$ cat config.mk
export PLATFORM = sky130hd
export DESIGN_NAME = char_lcd_nibble_sequencer_top
export DESIGN_NICKNAME = d
export VERILOG_FILES = /design/src/sv/lcdns_pkg.sv /design/src/sv/char_lcd_nibble_sequencer_top.sv /design/src/sv/lcdns_front.sv /design/src/sv/lcdns_fifo.sv /design/src/sv/lcdns_back.sv
export VERILOG_INCLUDE_DIRS = /design/src /design/src/sv
export SDC_FILE = /design/constraint.sdc
export NUM_CORES = 1
export LEC_CHECK = 0
export BUFFER_PORTS_ARGS = -buffer_cell sky130_fd_sc_hd__buf_4
export CAP_MARGIN = 0
export CORE_MARGIN = 3
export CORE_UTILIZATION = 30
export CTS_BUF_LIST = sky130_fd_sc_hd__clkbuf_16
export DETAILED_ROUTE_END_ITERATION = 10
export PLACE_DENSITY = 0.54
export SYNTH_ARGS = -nofsm -noshare
export SYNTH_HDL_FRONTEND = slang
export SYNTH_SLANG_ARGS = --single-unit
$ cat constraint.sdc
create_clock -name clk -period 6.3 [get_ports clk]
set_clock_uncertainty 0.15 [all_clocks]
set_input_delay 1.26 -clock clk [delete_from_list [all_inputs] [get_ports clk]]
set_output_delay 1.26 -clock clk [all_outputs]
set_load 0.01 [all_outputs]
$ cat src/sv/char_lcd_nibble_sequencer_top_defines.svh
// ----------------------------------------------------------------------------
// char_lcd_nibble_sequencer_top_defines
// assertion macros shared by the lcd nibble sequencer queue and pin sequencer modules
// ----------------------------------------------------------------------------
`ifndef CHAR_LCD_NIBBLE_SEQUENCER_TOP_DEFINES_SVH
`define CHAR_LCD_NIBBLE_SEQUENCER_TOP_DEFINES_SVH

// property must hold at every rising clock edge out of reset
`define LCDNS_ASSERT(name, prop, msg) \
    name: assert property (@(posedge clk) disable iff (!rst_n) (prop)) else $error(msg);

// condition must never be seen out of reset
`define LCDNS_ASSERT_NEVER(name, cond, msg) \
    name: assert property (@(posedge clk) disable iff (!rst_n) !(cond)) else $error(msg);

`endif

$ cat src/sv/lcdns_pkg.sv
// ----------------------------------------------------------------------------
// lcdns_pkg
// types, command codes and tables for the lcd nibble sequencer
// ----------------------------------------------------------------------------
`default_nettype none

package lcdns_pkg;

    typedef enum logic [3:0] {
        REQ_CMD         = 4'd0,
        REQ_MSG         = 4'd1,
        REQ_CURSOR      = 4'd2,
        REQ_DISPLAY     = 4'd3,
        REQ_CURSOR_SHOW = 4'd4,
        REQ_BLINK       = 4'd5,
        REQ_SHIFT       = 4'd6,
        REQ_LTR         = 4'd7,
        REQ_AUTOSCROLL  = 4'd8,
        REQ_CLEAR       = 4'd9,
        REQ_HOME        = 4'd10,
        REQ_INIT        = 4'd11
    } req_t;

    // extra hold after the last pin state of a byte
    typedef enum logic [1:0] {
        EXT_NONE  = 2'd0,
        EXT_CLEAR = 2'd1,
        EXT_HOME  = 2'd2
    } ext_t;

    typedef enum logic [2:0] {
        PH_HI_SETUP  = 3'd0,
        PH_HI_STROBE = 3'd1,
        PH_HI_HOLD   = 3'd2,
        PH_LO_SETUP  = 3'd3,
        PH_LO_STROBE = 3'd4,
        PH_LO_HOLD   = 3'd5
    } phase_t;

    typedef struct packed {
        logic [7:0] byte_val;
        logic       rs;
        ext_t       ext;
        logic       last;
    } q_entry_t;

    localparam int MAX_ROWS = 4;

    localparam logic [5:0] COLUMN_RESET = 6'd20;
    localparam logic [5:0] COLUMN_MAX   = 6'd40;
    localparam logic [2:0] LINE_RESET   = 3'd4;
    localparam logic [7:0] CHAR_NEWLINE = 8'h0A;

    localparam logic [7:0] CMD_INIT_A    = 8'h33;
    localparam logic [7:0] CMD_INIT_B    = 8'h32;
    localparam logic [7:0] CMD_SET_ADDR  = 8'h80;
    localparam logic [7:0] CMD_DISP_CTRL = 8'h08;
    localparam logic [7:0] CMD_ENTRY     = 8'h04;
    localparam logic [7:0] CMD_CLEAR     = 8'h01;
    localparam logic [7:0] CMD_HOME      = 8'h02;
    localparam logic [7:0] CMD_SHIFT_L   = 8'h18;
    localparam logic [7:0] CMD_SHIFT_R   = 8'h1C;
    localparam logic [7:0] CMD_FUNC_SET  = 8'h28;

    localparam logic [2:0] CTRL_DISPLAY = 3'b100;
    localparam logic [2:0] CTRL_CURSOR  = 3'b010;
    localparam logic [2:0] CTRL_BLINK   = 3'b001;
    localparam logic [2:0] CTRL_RESET   = 3'b100;
    localparam logic [1:0] ENTRY_LEFT   = 2'b10;
    localparam logic [1:0] ENTRY_SHIFT  = 2'b01;
    localparam logic [1:0] ENTRY_RESET  = 2'b10;

    localparam logic [11:0] HOLD_BASE  = 12'd1;
    localparam logic [11:0] HOLD_PRE   = 12'd1001;
    localparam logic [11:0] HOLD_CLEAR = 12'd2001;
    localparam logic [11:0] HOLD_HOME  = 12'd3001;

    localparam logic [2:0] INIT_LAST = 3'd5;

    function automatic logic [6:0] row_base(input logic [1:0] row);
        logic [6:0] base;
        case (row)
            2'd0:    base = 7'h00;
            2'd1:    base = 7'h40;
            2'd2:    base = 7'h14;
            default: base = 7'h54;
        endcase
        return base;
    endfunction

    // start-up byte sequence
    function automatic q_entry_t init_entry(input logic [2:0] idx);
        q_entry_t e;
        e.rs   = 1'b0;
        e.ext  = EXT_NONE;
        e.last = 1'b0;
        case (idx)
            3'd0:    e.byte_val = CMD_INIT_A;
            3'd1:    e.byte_val = CMD_INIT_B;
            3'd2:    e.byte_val = CMD_DISP_CTRL | {5'd0, CTRL_RESET};
            3'd3:    e.byte_val = CMD_FUNC_SET;
            3'd4:    e.byte_val = CMD_ENTRY | {6'd0, ENTRY_RESET};
            default:
            begin
                e.byte_val = CMD_CLEAR;
                e.ext      = EXT_CLEAR;
                e.last     = 1'b1;
            end
        endcase
        return e;
    endfunction

endpackage

`default_nettype wire

$ cat src/sv/char_lcd_nibble_sequencer_top.sv
// ----------------------------------------------------------------------------
// char_lcd_nibble_sequencer_top
// hd44780-style 4-bit lcd request sequencer: requests in, pin states out
//
//   channel | dir | handshake          | payload
//   s_*     | in  | s_tvalid/s_tready  | s_tuser req_type, s_tdata request fields
//   m_*     | out | m_tvalid/m_tready  | m_tuser reg_select, m_tdata pins, m_tlast
//   cfg_*   | in  | cfg_wen            | cfg_index register, cfg_data value
//
// each byte gives six beats, one per cycle from the pin sequencer while
// m_tready is high; the start-up request gives six bytes and an ignored code
// none; with the queue empty the first beat goes from the queue slot through
// the current-byte register into the output registers
// the byte queue (QUEUE_DEPTH entries) lets requests be taken while bytes play
// out; requests stall only while the queue is full or start-up bytes are queued
// reset is asynchronous and restores mode flags, line counter and registers
// ----------------------------------------------------------------------------
`default_nettype none

module char_lcd_nibble_sequencer_top #(
    parameter int QUEUE_DEPTH = 4
) (
    input  wire logic        clk,
    input  wire logic        rst_n,
    input  wire logic        cfg_wen,
    input  wire logic        cfg_index,
    input  wire logic [5:0]  cfg_data,
    input  wire logic        s_tvalid,
    output logic             s_tready,
    // byte_value [7:0], column [13:8], row_index [16:14], flag_on [17],
    // message_start [18], zero [23:19]
    input  wire logic [23:0] s_tdata,
    // req_type [3:0]
    input  wire logic [3:0]  s_tuser,
    output logic             m_tvalid,
    input  wire logic        m_tready,
    // data_nibble [3:0], enable_pin [4], hold_us [16:5], zero [23:17]
    output logic [23:0]      m_tdata,
    // reg_select [0]
    output logic             m_tuser,
    output logic             m_tlast
);

    lcdns_pkg::q_entry_t q_wr_entry;
    lcdns_pkg::q_entry_t q_rd_entry;
    logic q_push;
    logic q_full;
    logic q_pop;
    logic q_empty;

    lcdns_front u_front (
        .clk        (clk),
        .rst_n      (rst_n),
        .cfg_wen    (cfg_wen),
        .cfg_index  (cfg_index),
        .cfg_data   (cfg_data),
        .s_tvalid   (s_tvalid),
        .s_tready   (s_tready),
        .s_tdata    (s_tdata),
        .s_tuser    (s_tuser),
        .q_push     (q_push),
        .q_wr_entry (q_wr_entry),
        .q_full     (q_full)
    );

    lcdns_fifo #(
        .DEPTH (QUEUE_DEPTH)
    ) u_fifo (
        .clk      (clk),
        .rst_n    (rst_n),
        .push     (q_push),
        .wr_entry (q_wr_entry),
        .full     (q_full),
        .pop      (q_pop),
        .rd_entry (q_rd_entry),
        .empty    (q_empty)
    );

    lcdns_back u_back (
        .clk        (clk),
        .rst_n      (rst_n),
        .q_rd_entry (q_rd_entry),
        .q_empty    (q_empty),
        .q_pop      (q_pop),
        .m_tvalid   (m_tvalid),
        .m_tready   (m_tready),
        .m_tdata    (m_tdata),
        .m_tuser    (m_tuser),
        .m_tlast    (m_tlast)
    );

endmodule

`default_nettype wire

$ cat src/sv/lcdns_front.sv
// ----------------------------------------------------------------------------
// lcdns_front
// takes requests, keeps the lcd mode flags and turns requests into bytes
// ----------------------------------------------------------------------------
`default_nettype none

module lcdns_front (
    input  wire logic                 clk,
    input  wire logic                 rst_n,
    input  wire logic                 cfg_wen,
    input  wire logic                 cfg_index,
    input  wire logic [5:0]           cfg_data,
    input  wire logic                 s_tvalid,
    output logic                      s_tready,
    input  wire logic [23:0]          s_tdata,
    input  wire logic [3:0]           s_tuser,
    output logic                      q_push,
    output lcdns_pkg::q_entry_t       q_wr_entry,
    input  wire logic                 q_full
);

    logic [5:0] column_count_reg, column_count_next;
    logic [2:0] line_count_reg, line_count_next;
    logic [2:0] control_reg, control_next;
    logic [1:0] entry_reg, entry_next;
    logic [2:0] msg_line_reg, msg_line_next;
    logic [2:0] init_cnt_reg, init_cnt_next;

    lcdns_pkg::req_t req;
    logic [7:0] byte_value;
    logic [5:0] column;
    logic [2:0] row_index;
    logic       flag_on;
    logic       message_start;
    logic       accept;

    logic [2:0] ml_base;
    logic [2:0] ml_inc;
    logic [5:0] cols_eff;
    logic [5:0] nl_col;
    logic [5:0] col_sel;
    logic [2:0] row_sel;
    logic [2:0] lines_eff;
    logic [2:0] row_a;
    logic [2:0] row_b;
    logic [6:0] addr;
    logic [7:0] addr_byte;
    logic [2:0] ctrl_bit;
    logic [2:0] ctrl_new;

    assign req           = lcdns_pkg::req_t'(s_tuser);
    assign byte_value    = s_tdata[7:0];
    assign column        = s_tdata[13:8];
    assign row_index     = s_tdata[16:14];
    assign flag_on       = s_tdata[17];
    assign message_start = s_tdata[18];

    assign s_tready = (init_cnt_reg == 3'd0) && !q_full;
    assign accept   = s_tvalid && s_tready;

    // newline line counter and column
    always_comb
    begin
        ml_base = message_start ? 3'd0 : msg_line_reg;
        ml_inc  = (ml_base == 3'd7) ? 3'd7 : ml_base + 3'd1;
        if (column_count_reg == 6'd0)
            cols_eff = 6'd1;
        else if (column_count_reg > lcdns_pkg::COLUMN_MAX)
            cols_eff = lcdns_pkg::COLUMN_MAX;
        else
            cols_eff = column_count_reg;
        nl_col = (entry_reg[1]) ? 6'd0 : cols_eff - 6'd1;
    end

    // set-address byte with row clamping
    always_comb
    begin
        col_sel   = (req == lcdns_pkg::REQ_MSG) ? nl_col : column;
        row_sel   = (req == lcdns_pkg::REQ_MSG) ? ml_inc : row_index;
        lines_eff = (line_count_reg == 3'd0) ? 3'd1 : line_count_reg;
        row_a     = (row_sel >= lines_eff) ? lines_eff - 3'd1 : row_sel;
        row_b     = (row_a > 3'(lcdns_pkg::MAX_ROWS - 1)) ?
                    3'(lcdns_pkg::MAX_ROWS - 1) : row_a;
        addr      = {1'b0, col_sel} + lcdns_pkg::row_base(row_b[1:0]);
        addr_byte = lcdns_pkg::CMD_SET_ADDR | {1'b0, addr};
    end

    always_comb
    begin
        case (req)
            lcdns_pkg::REQ_DISPLAY:     ctrl_bit = lcdns_pkg::CTRL_DISPLAY;
            lcdns_pkg::REQ_CURSOR_SHOW: ctrl_bit = lcdns_pkg::CTRL_CURSOR;
            default:                    ctrl_bit = lcdns_pkg::CTRL_BLINK;
        endcase
        ctrl_new = flag_on ? (control_reg | ctrl_bit) : (control_reg & ~ctrl_bit);
    end

    always_comb
    begin
        column_count_next = column_count_reg;
        line_count_next   = line_count_reg;
        control_next      = control_reg;
        entry_next        = entry_reg;
        msg_line_next     = msg_line_reg;
        init_cnt_next     = init_cnt_reg;
        q_push            = 1'b0;
        q_wr_entry.byte_val = 8'd0;
        q_wr_entry.rs       = 1'b0;
        q_wr_entry.ext      = lcdns_pkg::EXT_NONE;
        q_wr_entry.last     = 1'b1;

        if (cfg_wen)
        begin
            if (cfg_index == 1'b0)
                column_count_next = cfg_data;
            else
                line_count_next = cfg_data[2:0];
        end

        if (init_cnt_reg != 3'd0)
        begin
            // rest of the start-up bytes, one per free queue slot
            q_wr_entry = lcdns_pkg::init_entry(init_cnt_reg);
            if (!q_full)
            begin
                q_push        = 1'b1;
                init_cnt_next = (init_cnt_reg == lcdns_pkg::INIT_LAST) ?
                                3'd0 : init_cnt_reg + 3'd1;
            end
        end
        else if (accept)
        begin
            case (req)
                lcdns_pkg::REQ_CMD:
                begin
                    q_push = 1'b1;
                    q_wr_entry.byte_val = byte_value;
                end
                lcdns_pkg::REQ_MSG:
                begin
                    q_push = 1'b1;
                    if (byte_value == lcdns_pkg::CHAR_NEWLINE)
                    begin
                        msg_line_next       = ml_inc;
                        q_wr_entry.byte_val = addr_byte;
                    end
                    else
                    begin
                        msg_line_next       = ml_base;
                        q_wr_entry.byte_val = byte_value;
                        q_wr_entry.rs       = 1'b1;
                    end
                end
                lcdns_pkg::REQ_CURSOR:
                begin
                    q_push = 1'b1;
                    q_wr_entry.byte_val = addr_byte;
                end
                lcdns_pkg::REQ_DISPLAY,
                lcdns_pkg::REQ_CURSOR_SHOW,
                lcdns_pkg::REQ_BLINK:
                begin
                    q_push       = 1'b1;
                    control_next = ctrl_new;
                    q_wr_entry.byte_val = lcdns_pkg::CMD_DISP_CTRL | {5'd0, ctrl_new};
                end
                lcdns_pkg::REQ_SHIFT:
                begin
                    q_push = 1'b1;
                    q_wr_entry.byte_val = flag_on ? lcdns_pkg::CMD_SHIFT_R :
                                                    lcdns_pkg::CMD_SHIFT_L;
                end
                lcdns_pkg::REQ_LTR:
                begin
                    q_push     = 1'b1;
                    entry_next = entry_reg | lcdns_pkg::ENTRY_LEFT;
                    q_wr_entry.byte_val = lcdns_pkg::CMD_ENTRY |
                                          {6'd0, entry_reg | lcdns_pkg::ENTRY_LEFT};
                end
                lcdns_pkg::REQ_AUTOSCROLL:
                begin
                    q_push     = 1'b1;
                    entry_next = {entry_reg[1], flag_on};
                    q_wr_entry.byte_val = lcdns_pkg::CMD_ENTRY |
                                          {6'd0, entry_reg[1], flag_on};
                end
                lcdns_pkg::REQ_CLEAR:
                begin
                    q_push = 1'b1;
                    q_wr_entry.byte_val = lcdns_pkg::CMD_CLEAR;
                    q_wr_entry.ext      = lcdns_pkg::EXT_CLEAR;
                end
                lcdns_pkg::REQ_HOME:
                begin
                    q_push = 1'b1;
                    q_wr_entry.byte_val = lcdns_pkg::CMD_HOME;
                    q_wr_entry.ext      = lcdns_pkg::EXT_HOME;
                end
                lcdns_pkg::REQ_INIT:
                begin
                    q_push        = 1'b1;
                    q_wr_entry    = lcdns_pkg::init_entry(3'd0);
                    control_next  = lcdns_pkg::CTRL_RESET;
                    entry_next    = lcdns_pkg::ENTRY_RESET;
                    init_cnt_next = 3'd1;
                end
                default:
                begin
                    q_push = 1'b0;
                end
            endcase
        end
    end

    always_ff @(posedge clk or negedge rst_n)
    begin
        if (!rst_n)
        begin
            column_count_reg <= lcdns_pkg::COLUMN_RESET;
            line_count_reg   <= lcdns_pkg::LINE_RESET;
            control_reg      <= lcdns_pkg::CTRL_RESET;
            entry_reg        <= lcdns_pkg::ENTRY_RESET;
            msg_line_reg     <= 3'd0;
            init_cnt_reg     <= 3'd0;
        end
        else
        begin
            column_count_reg <= column_count_next;
            line_count_reg   <= line_count_next;
            control_reg      <= control_next;
            entry_reg        <= entry_next;
            msg_line_reg     <= msg_line_next;
            init_cnt_reg     <= init_cnt_next;
        end
    end

endmodule

`default_nettype wire

$ cat src/sv/lcdns_fifo.sv
// ----------------------------------------------------------------------------
// lcdns_fifo
// short byte queue between the request front end and the pin sequencer
// ----------------------------------------------------------------------------
`default_nettype none

`include "char_lcd_nibble_sequencer_top_defines.svh"

module lcdns_fifo #(
    parameter int DEPTH = 4
) (
    input  wire logic                 clk,
    input  wire logic                 rst_n,
    input  wire logic                 push,
    input  wire lcdns_pkg::q_entry_t  wr_entry,
    output logic                      full,
    input  wire logic                 pop,
    output lcdns_pkg::q_entry_t       rd_entry,
    output logic                      empty
);

    localparam int PTR_W = $clog2(DEPTH);
    localparam int CNT_W = $clog2(DEPTH + 1);

    lcdns_pkg::q_entry_t slot_reg [DEPTH];
    logic [PTR_W-1:0] wr_ptr_reg, wr_ptr_next;
    logic [PTR_W-1:0] rd_ptr_reg, rd_ptr_next;
    logic [CNT_W-1:0] count_reg, count_next;

    assign full     = (count_reg == CNT_W'(DEPTH));
    assign empty    = (count_reg == '0);
    assign rd_entry = slot_reg[rd_ptr_reg];

    always_comb
    begin
        wr_ptr_next = wr_ptr_reg;
        rd_ptr_next = rd_ptr_reg;
        count_next  = count_reg;
        if (push)
            wr_ptr_next = (wr_ptr_reg == PTR_W'(DEPTH - 1)) ? '0 : wr_ptr_reg + PTR_W'(1);
        if (pop)
            rd_ptr_next = (rd_ptr_reg == PTR_W'(DEPTH - 1)) ? '0 : rd_ptr_reg + PTR_W'(1);
        if (push && !pop)
            count_next = count_reg + CNT_W'(1);
        else if (pop && !push)
            count_next = count_reg - CNT_W'(1);
    end

    always_ff @(posedge clk)
    begin
        if (push)
            slot_reg[wr_ptr_reg] <= wr_entry;
    end

    always_ff @(posedge clk or negedge rst_n)
    begin
        if (!rst_n)
        begin
            wr_ptr_reg <= '0;
            rd_ptr_reg <= '0;
            count_reg  <= '0;
        end
        else
        begin
            wr_ptr_reg <= wr_ptr_next;
            rd_ptr_reg <= rd_ptr_next;
            count_reg  <= count_next;
        end
    end

    `LCDNS_ASSERT_NEVER(a_no_overflow, push && full, "byte pushed into a full queue")
    `LCDNS_ASSERT_NEVER(a_no_underflow, pop && empty, "byte popped from an empty queue")

endmodule

`default_nettype wire

$ cat src/sv/lcdns_back.sv
// ----------------------------------------------------------------------------
// lcdns_back
// plays each queued byte out as six pin states on the output stream
// ----------------------------------------------------------------------------
`default_nettype none

`include "char_lcd_nibble_sequencer_top_defines.svh"

module lcdns_back (
    input  wire logic                 clk,
    input  wire logic                 rst_n,
    input  wire lcdns_pkg::q_entry_t  q_rd_entry,
    input  wire logic                 q_empty,
    output logic                      q_pop,
    output logic                      m_tvalid,
    input  wire logic                 m_tready,
    output logic [23:0]               m_tdata,
    output logic                      m_tuser,
    output logic                      m_tlast
);

    logic                cur_valid_reg, cur_valid_next;
    lcdns_pkg::q_entry_t cur_reg, cur_next;
    lcdns_pkg::phase_t   phase_reg, phase_next;
    logic                m_tvalid_reg, m_tvalid_next;

    logic [3:0]  nib_reg;
    logic        en_reg;
    logic [11:0] hold_reg;
    logic        rs_reg;
    logic        last_reg;

    logic        load;
    logic        ending;
    logic [3:0]  ph_nib;
    logic        ph_en;
    logic [11:0] ph_hold;
    logic        ph_last;

    assign load   = cur_valid_reg && (!m_tvalid_reg || m_tready);
    assign ending = load && (phase_reg == lcdns_pkg::PH_LO_HOLD);
    assign q_pop  = !q_empty && (!cur_valid_reg || ending);

    always_comb
    begin
        cur_valid_next = cur_valid_reg;
        cur_next       = cur_reg;
        if (q_pop)
        begin
            cur_valid_next = 1'b1;
            cur_next       = q_rd_entry;
        end
        else if (ending)
            cur_valid_next = 1'b0;
        m_tvalid_next = load ? 1'b1 : (m_tready ? 1'b0 : m_tvalid_reg);
    end

    // next phase
    always_comb
    begin
        phase_next = phase_reg;
        if (q_pop)
            phase_next = lcdns_pkg::PH_HI_SETUP;
        else if (load)
        begin
            case (phase_reg)
                lcdns_pkg::PH_HI_SETUP:  phase_next = lcdns_pkg::PH_HI_STROBE;
                lcdns_pkg::PH_HI_STROBE: phase_next = lcdns_pkg::PH_HI_HOLD;
                lcdns_pkg::PH_HI_HOLD:   phase_next = lcdns_pkg::PH_LO_SETUP;
                lcdns_pkg::PH_LO_SETUP:  phase_next = lcdns_pkg::PH_LO_STROBE;
                lcdns_pkg::PH_LO_STROBE: phase_next = lcdns_pkg::PH_LO_HOLD;
                default:                 phase_next = lcdns_pkg::PH_HI_SETUP;
            endcase
        end
    end

    // pin state of the current phase
    always_comb
    begin
        ph_nib  = cur_reg.byte_val[7:4];
        ph_en   = 1'b0;
        ph_hold = lcdns_pkg::HOLD_BASE;
        ph_last = 1'b0;
        case (phase_reg)
            lcdns_pkg::PH_HI_SETUP:  ph_hold = lcdns_pkg::HOLD_PRE;
            lcdns_pkg::PH_HI_STROBE: ph_en   = 1'b1;
            lcdns_pkg::PH_HI_HOLD:   ph_en   = 1'b0;
            lcdns_pkg::PH_LO_SETUP:  ph_nib  = cur_reg.byte_val[3:0];
            lcdns_pkg::PH_LO_STROBE:
            begin
                ph_nib = cur_reg.byte_val[3:0];
                ph_en  = 1'b1;
            end
            lcdns_pkg::PH_LO_HOLD:
            begin
                ph_nib  = cur_reg.byte_val[3:0];
                ph_last = cur_reg.last;
                case (cur_reg.ext)
                    lcdns_pkg::EXT_CLEAR: ph_hold = lcdns_pkg::HOLD_CLEAR;
                    lcdns_pkg::EXT_HOME:  ph_hold = lcdns_pkg::HOLD_HOME;
                    default:              ph_hold = lcdns_pkg::HOLD_BASE;
                endcase
            end
            default: ph_en = 1'b0;
        endcase
    end

    always_ff @(posedge clk or negedge rst_n)
    begin
        if (!rst_n)
        begin
            cur_valid_reg <= 1'b0;
            phase_reg     <= lcdns_pkg::PH_HI_SETUP;
            m_tvalid_reg  <= 1'b0;
        end
        else
        begin
            cur_valid_reg <= cur_valid_next;
            phase_reg     <= phase_next;
            m_tvalid_reg  <= m_tvalid_next;
        end
    end

    always_ff @(posedge clk)
    begin
        cur_reg <= cur_next;
        if (load)
        begin
            nib_reg  <= ph_nib;
            en_reg   <= ph_en;
            hold_reg <= ph_hold;
            rs_reg   <= cur_reg.rs;
            last_reg <= ph_last;
        end
    end

    assign m_tvalid = m_tvalid_reg;
    assign m_tdata  = {7'd0, hold_reg, en_reg, nib_reg};
    assign m_tuser  = rs_reg;
    assign m_tlast  = last_reg;

    `LCDNS_ASSERT(a_phase_waits, (cur_valid_reg && !load && !q_pop) |=> $stable(phase_reg), "phase moved without a beat")
    `LCDNS_ASSERT(a_long_hold_strobe_low, (m_tvalid_reg && hold_reg > 12'd1) |-> !en_reg, "long hold with enable high")
    `LCDNS_ASSERT(a_last_on_hold_phase, (m_tvalid_reg && last_reg) |-> (!en_reg && hold_reg != lcdns_pkg::HOLD_PRE), "tlast on a setup or strobe beat")

endmodule

`default_nettype wire

==> results.md, run 1 <==
- Outcome: complete, no violations
- Crit path max fanout: 25
- R2R cell count: 17
- Final Cycle Share: 0.745
- CTS clk-pin slew, worst paths: 0.07 ns
- Placement Setup Slack: ~1.2 ns
- Worst-skew pair later-pin latency: between 0.3 and 0.4 ns
- Starting Density: 0.311
- Synth warn: 0
- Post-synth EDFFs: 73
- Register share of total power: 0.476
- Reg2Reg Capture Point: u_fifo.slot_reg[1][7]
- Pwr/cell area: 413 mW/mm^2
- Die Height: 141 um
- DRT Pass-1 Iters: 4
- Psw: 0.818 mW
- Routed Antenna Nets: 0
- Inserted Diodes: 0
- IO Port Bufs: 52
- Setup violators final: 0
- RSZ-0062 raised after global routing: no
- Overall routing resource usage: 0.114
- Total negative slack: 0 ns
- Mean Syn Cell Area: 11.8 sq um
- CTS root buffer: clkbuf_16
- Combinational fraction of design power: 0.291
- First DRT Iteration DRCs: 157
- Final #Nets: 551
- Htree depth: 3
- Post-DP HPWL: roughly 8100 um
- Die area: 0.0197 sq mm
- First-pass GRT wire length: 17,700 um
- Hold Buf Count CTS: 0
- CTS Buffer Depth: 2
- Worst VDD drop: between 0.00015 and 0.0002 V
- CP peak stage delay: 0.67 ns
- Slew headroom: 0.420
- Largest net degree at the start of global routing: 33
- # resized after CTS: 0
- CP Data Required Time: 6.24 ns
- Hold Fails Final Rpt: 0
- Clock share of power: 0.233
- Static leakage: around 2.4 nW
- Core Rows: 48
- Crit start category: input pin
- Tmin final: 4.69 ns
- Residual DRC: 0
- TritonCTS Buffers: 9
- Crit-path leading delay family: compound AO/OA/AOI/OAI gates
- Grt ovf: 0
- Worst Hold Class: flop to flop
- Worst path slowest cell: or4b_4
- Max cap viols: 0
- Synth Flop Type: edfxtp_1
- Synth unique cells: 56
- Synth Register Bits: 105
- Die width: roughly 140 um
- Routed vias: about 3,600
- # clock sinks: 105
- DR vias/cell: between 4 and 5
- Slew Limit Fails: 0
- R2R Path Start: u_front.msg_line_reg[0]
- Critical path class: input pin to flop
- Register area share after synthesis: 0.553
- Most frequent CP cell: o21ai_0
- Worst-Margin Slew: 0.871 ns
- Io pins: 68
- Core region area: 0.0175 sq mm
- Area grow syn2layout: 15.0%
- Reg2reg setup slack: about 2.4 ns
- Fraction of registers with async set/reset: 0.305
- CP Depth: 16
- Vias in the first global route: 3,434
- Largest register FFs: 48
- Total wire length: 11,000 um
- Cell Area, Synth: 0.00543 sq mm
- Number of antenna violations at the first check in global routing: 0
- Worst Setup EP: u_fifo.slot_reg[1][7]
- Critical Path AT: 4.63 ns
- Worst Setup SP: s_tuser[2]
- Worst path cell trace: buf_4 -> or4b_4 -> nand2_1 -> o21ai_0 -> ha_1 -> o21ai_0 -> a21oi_1 -> nor3_1 -> a31oi_1 -> ha_1 -> ha_1 -> o21ai_0 -> nor2_1 -> a21oi_1 -> o21ai_0 -> a221o_1
- Final Util: 0.357
- Cells after synthesis: 459
- Post-CTS setup buffer count: 0
- GP Congestion: 0.851
- CTS tree: yes
- Int Power: 1.76 mW
- Bufs and invs on worst path: 1
- Most frequent cells in the layout: edfxtp_1, buf_4, nand2_1
- Critical path endpoint category: flop
- Max Fclk: 213 MHz
- WL/cell: 15.2 um
- Most common cell after layout, fill and taps aside: edfxtp_1
- Switching share of total power: 0.317
- Ratio of cells with drive above 1 in the final layout: 0.207
- Worst setup margin: 1.61 ns
==> per-stage QoR <==
| step | instance area, sq um | power (mW) | hold WS [ns] | std cells |
|---|---|---|---|---|
| floorplan | 5460 | 1.77 | 0.250 | 467 |
| global placement | 5920 | 1.96 | 0.269 | 707 |
| detailed placement | 5920 | 2.01 | 0.264 | 707 |
| CTS | 6240 | 2.62 | 0.278 | 723 |
| global route | 6240 | 2.75 | 0.299 | 723 |
| finish | 6240 | 2.58 | 0.276 | 723 |
==> how the worst min path moves through the flow <==
stage / start / to / cells past startpoint / slack [ns]
floorplan: u_back.cur_reg[3] / u_back.m_tuser / 0 / 0.25
global placement: u_back.cur_reg[3] / u_back.m_tuser / 0 / 0.27
detailed placement: u_back.cur_reg[3] / u_back.m_tuser / 0 / 0.26
CTS: u_back.cur_reg[3] / u_back.m_tuser / 0 / 0.28
global route: u_back.cur_reg[3] / u_back.m_tuser / 0 / 0.30
finish: u_back.cur_reg[3] / u_back.m_tuser / 0 / 0.28
==> cell type report <==
| cell class | count | area (sq um) |
|---|---|---|
| inverter | 16 | 60.1 |
| fill | 1701 | 11200 |
| multi-input combinational | 309 | 2190 |
| clock buffer | 9 | 225 |
| sequential | 105 | 3000 |
| clock inverter | 7 | 93.8 |
| tap | 225 | 282 |
| timing repair buffer | 52 | 390 |
==> synthesized netlist by cell type (2+ instances only) <==
cell	n	area (sq um)
a221o_1	2	20.0
nor4_1	3	18.8
xnor2_1	4	35.0
nor3b_1	5	37.5
o211ai_1	3	22.5
nand2_1	37	139
buf_4	14	105
clkbuf_1	16	60.1
dfstp_2	5	131
o21ai_0	26	130
mux4_2	12	270
a31oi_1	4	25.0
a32oi_1	3	26.3
nand3_1	11	55.1
nor3_1	11	55.1
inv_1	16	60.1
a22o_1	7	61.3
dfrtp_1	27	676
edfxtp_1	73	2190
o22ai_1	5	31.3
or2_2	2	12.5
a21o_1	3	22.5
mux2_2	15	169
a211oi_1	3	22.5
buf_1	3	11.3
a21oi_1	28	140
nand3b_1	3	22.5
nand2b_1	9	56.3
nor2_1	30	113
xor2_1	5	43.8
nor2b_1	12	75.1
o31ai_1	3	22.5
ha_1	17	213
conb_1	2	7.51
and3_1	7	43.8
and2_1	6	37.5
buf_6	2	22.5
buf_2	2	10.0
a221oi_1	2	17.5
mux2i_1	5	50.1
==> worst register-to-register path, delay by kind of cell (launching register included) <==
| kind | cells | cell delay (ns) |
|---|---|---|
| AOI/OAI and AO/OA | 9 | 1.72 |
| and+or+nand+nor | 3 | 0.28 |
| adders and majority gates | 4 | 1.04 |
| buffers and inverters | 1 | 0.05 |
| DFF | 1 | 0.38 |
==> power groups by stage <==
stage | Clock [mW] | Combinational [mW] | Sequential, mW
after floorplan | 0 | 0.623 | 1.15
after global placement | 0 | 0.732 | 1.23
after detailed placement | 0 | 0.761 | 1.25
after CTS | 0.621 | 0.764 | 1.23
after global routing | 0.654 | 0.838 | 1.26
final | 0.601 | 0.750 | 1.23
==> per-layer routing <==
layer	routed length, um	vias up	part of all wire	global-route usage
li1	-	1747	-	-
met1	4670	1733	0.43	0.142
met2	5400	104	0.49	0.189
met3	800	9	0.073	0.0440
met4	96	0	0.0088	0.0275
met5	0	-	0	0
==> cell families (layout without fill, tap and decap cells) <==
| family | Yosys count | in the layout | synth area share |
|---|---|---|---|
| flip-flops | 105 | 105 | 0.553 |
| AO/OA/AOI/OAI | 98 | 98 | 0.114 |
| XOR/XNOR | 9 | 9 | 0.0145 |
| other | 2 | 10 | 0.00138 |
| buffers and inverters | 53 | 84 | 0.0496 |
| multiplexers | 32 | 32 | 0.0901 |
| AND/OR/NAND/NOR | 141 | 141 | 0.133 |
| adder cells (fa/ha/maj) | 19 | 19 | 0.0447 |
Note: power is estimated with default switching activity, not from simulation.
==> inputs of run 2 (changes only) <==
Clock period 6.3 ns to 4.46 ns, I/O delays scaled along.
==> results.md, run 2 (synthesis results as in run 1) <==
- Outcome: complete, no violations
- Finished Layout Cells: 732 (+1.2%)
- Total wire length: 11,100 um (+1.4%)
- Slew Limit Fails: 0 (unchanged)
- Power Total: 3.62 mW (+40%)
- Critical path endpoint category: flop
- Setup violators final: 0 (unchanged)
- Worst-Margin Slew: 0.870 ns (-0.00122 ns)
- Total negative slack: 0 ns (unchanged)
- Critical path class: input pin to flop
- Final #Nets: 560 (+1.6%)
- CTS root buffer: clkbuf_16
- Fin area: 0.00629 sq mm (+0.78%)
- Largest net degree at the start of global routing: 33 (unchanged)
- Cell count after placement: 715 (+1.1%)
- CTS Buffer Depth: 2 (unchanged)
- Tmin final: between 4 and 5 ns
- Final hold slack: 0.324 ns (+0.0480 ns)
- Final Cycle Share: 0.930
- GP Congestion: 0.843 (-0.93%)
- Io pins: 68 (unchanged)
- Post-DP HPWL: 8120 um (+0.78%)
- Die width: 141 um (unchanged)
- IO Port Bufs: 52 (unchanged)
- Worst-skew pair later-pin latency: 0.34 ns (about the same)
- Most common cell after layout, fill and taps aside: edfxtp_1
- RSZ-0062 raised after global routing: no
- CTS clk-pin slew, worst paths: 0.07 ns (about the same)
- WL/cell: 15.2 um (+0.18%)
- Critical Path AT: 4.06 ns (-0.57 ns)
- Hold Fails Final Rpt: 0 (unchanged)
- Number of antenna violations at the first check in global routing: 0 (unchanged)
- Vias in the first global route: 3,609 (+5.1%)
- Post-CTS setup buffer count: 0 (unchanged)
- Worst setup margin: 0.313 ns (-1.29 ns)
- Die Height: 141 um (unchanged)
- Core Rows: 48 (unchanged)
- Max Fclk: 241 MHz
- Final Util: 0.360 (+0.00279)
- Residual DRC: 0 (unchanged)
- Area grow syn2layout: 15.9%
- Static leakage: 2.43 nW (+1.3%)
- Most frequent cells in the layout: edfxtp_1, buf_4, nand2_1
- CTS tree: yes
- Ratio of cells with drive above 1 in the final layout: 0.223 (+0.0161)
- Grt ovf: 0 (unchanged)
- Hold Buf Count CTS: 0 (unchanged)
- Htree depth: 3 (unchanged)
- DR vias/cell: 4.90 (-1.4%)
- Slew headroom: 0.420 (+0.000811)
- Routed vias: 3,588 (-0.14%)
- First-pass GRT wire length: 18,600 um (+4.9%)
- Inserted Diodes: 0 (unchanged)
- Dpl cell area: 0.00598 sq mm (+1.0%)
- TritonCTS Buffers: 9 (unchanged)
- Worst Hold Class: flop to flop
- Routed Antenna Nets: 0 (unchanged)
- Overall routing resource usage: 0.118 (+0.00321)
- Crit path max fanout: 6 (-76%)
- Die area: 0.0197 sq mm (unchanged)
- DRT Pass-1 Iters: 4 (unchanged)
- Pwr/cell area: 576 mW/mm^2 (+39%)
- Max cap viols: 0 (unchanged)
- # resized after CTS: 0 (unchanged)
- Crit start category: input pin
- First DRT Iteration DRCs: 156 (-0.64%)
- Starting Density: 0.311 (unchanged)
- Worst VDD drop: 0.000250 V (+46%)
- Placement Setup Slack: -0.0507 ns (-1.27 ns)
- CP Data Required Time: 4.37 ns (-1.87 ns)
- # clock sinks: 105 (unchanged)
- Largest register FFs: 48 (unchanged)
- Core region area: 0.0175 sq mm (unchanged)
[run 2: cell count changes in the layout (fill, tap and decap cells not counted), moves of 2 or more]
| cell | previous run | this run |
|---|---|---|
| inv_8 | 0 | 2 |
| inv_1 | 18 | 16 |
| inv_6 | 3 | 1 |
| buf_4 | 52 | 61 |
| clkinv_2 | 0 | 2 |
[run 2: power breakdown]
group | internal [mW] | switching, mW
Combinational | 0.513 | 0.562
Sequential | 1.49 | 0.245
Clock | 0.442 | 0.364
[run 2: worst max-delay path: stages]
cell      delay (ns)
buf_4           0.13
nand2b_1        0.17
inv_1           0.07
ha_1            0.22
a31oi_1         0.19
o21ai_0         0.15
ha_1            0.31
o21ai_0         0.10
a21oi_1         0.23
nor3_1          0.08
a31oi_1         0.24
buf_4           0.16
ha_1            0.26
and3_1          0.20
a221o_1         0.30
mux2_2          0.25
nand2_1         0.11
[run 2: worst paths after layout]
kind                            cells after the start  slack, ns                   endpoint                    start
max in group asynchronous                           1       3.43  u_front.line_count_reg[2]                    rst_n
worst max-delay path                               17       0.31      u_fifo.slot_reg[3][9]              s_tdata[18]
worst min-delay path                                0       0.32             u_back.m_tuser        u_back.cur_reg[3]
worst max register to register                     16       0.62      u_fifo.slot_reg[3][9]  u_front.msg_line_reg[0]
min in group asynchronous                           1       0.35       u_front.entry_reg[0]                    rst_n
worst min register to register                      0       0.32             u_back.m_tuser        u_back.cur_reg[3]
[run 2: cell type report]
type	instances	area, sq um
repair buffers	61	458
well taps	225	282
flip-flops and latches	105	3000
clock buffers	9	225
fillers	1675	11200
multi-input cells	309	2190
clock inverters	7	75.1
inverters	16	60.1
[run 2: metal layers]
| metal | routed length (um) | GRT usage | part of all wire |
|---|---|---|---|
| met5 | 0 | 0 | 0 |
| met4 | 79 | 0.0286 | 0.0071 |
| met3 | 676 | 0.0372 | 0.061 |
| met2 | 5330 | 0.195 | 0.48 |
| met1 | 5040 | 0.150 | 0.45 |
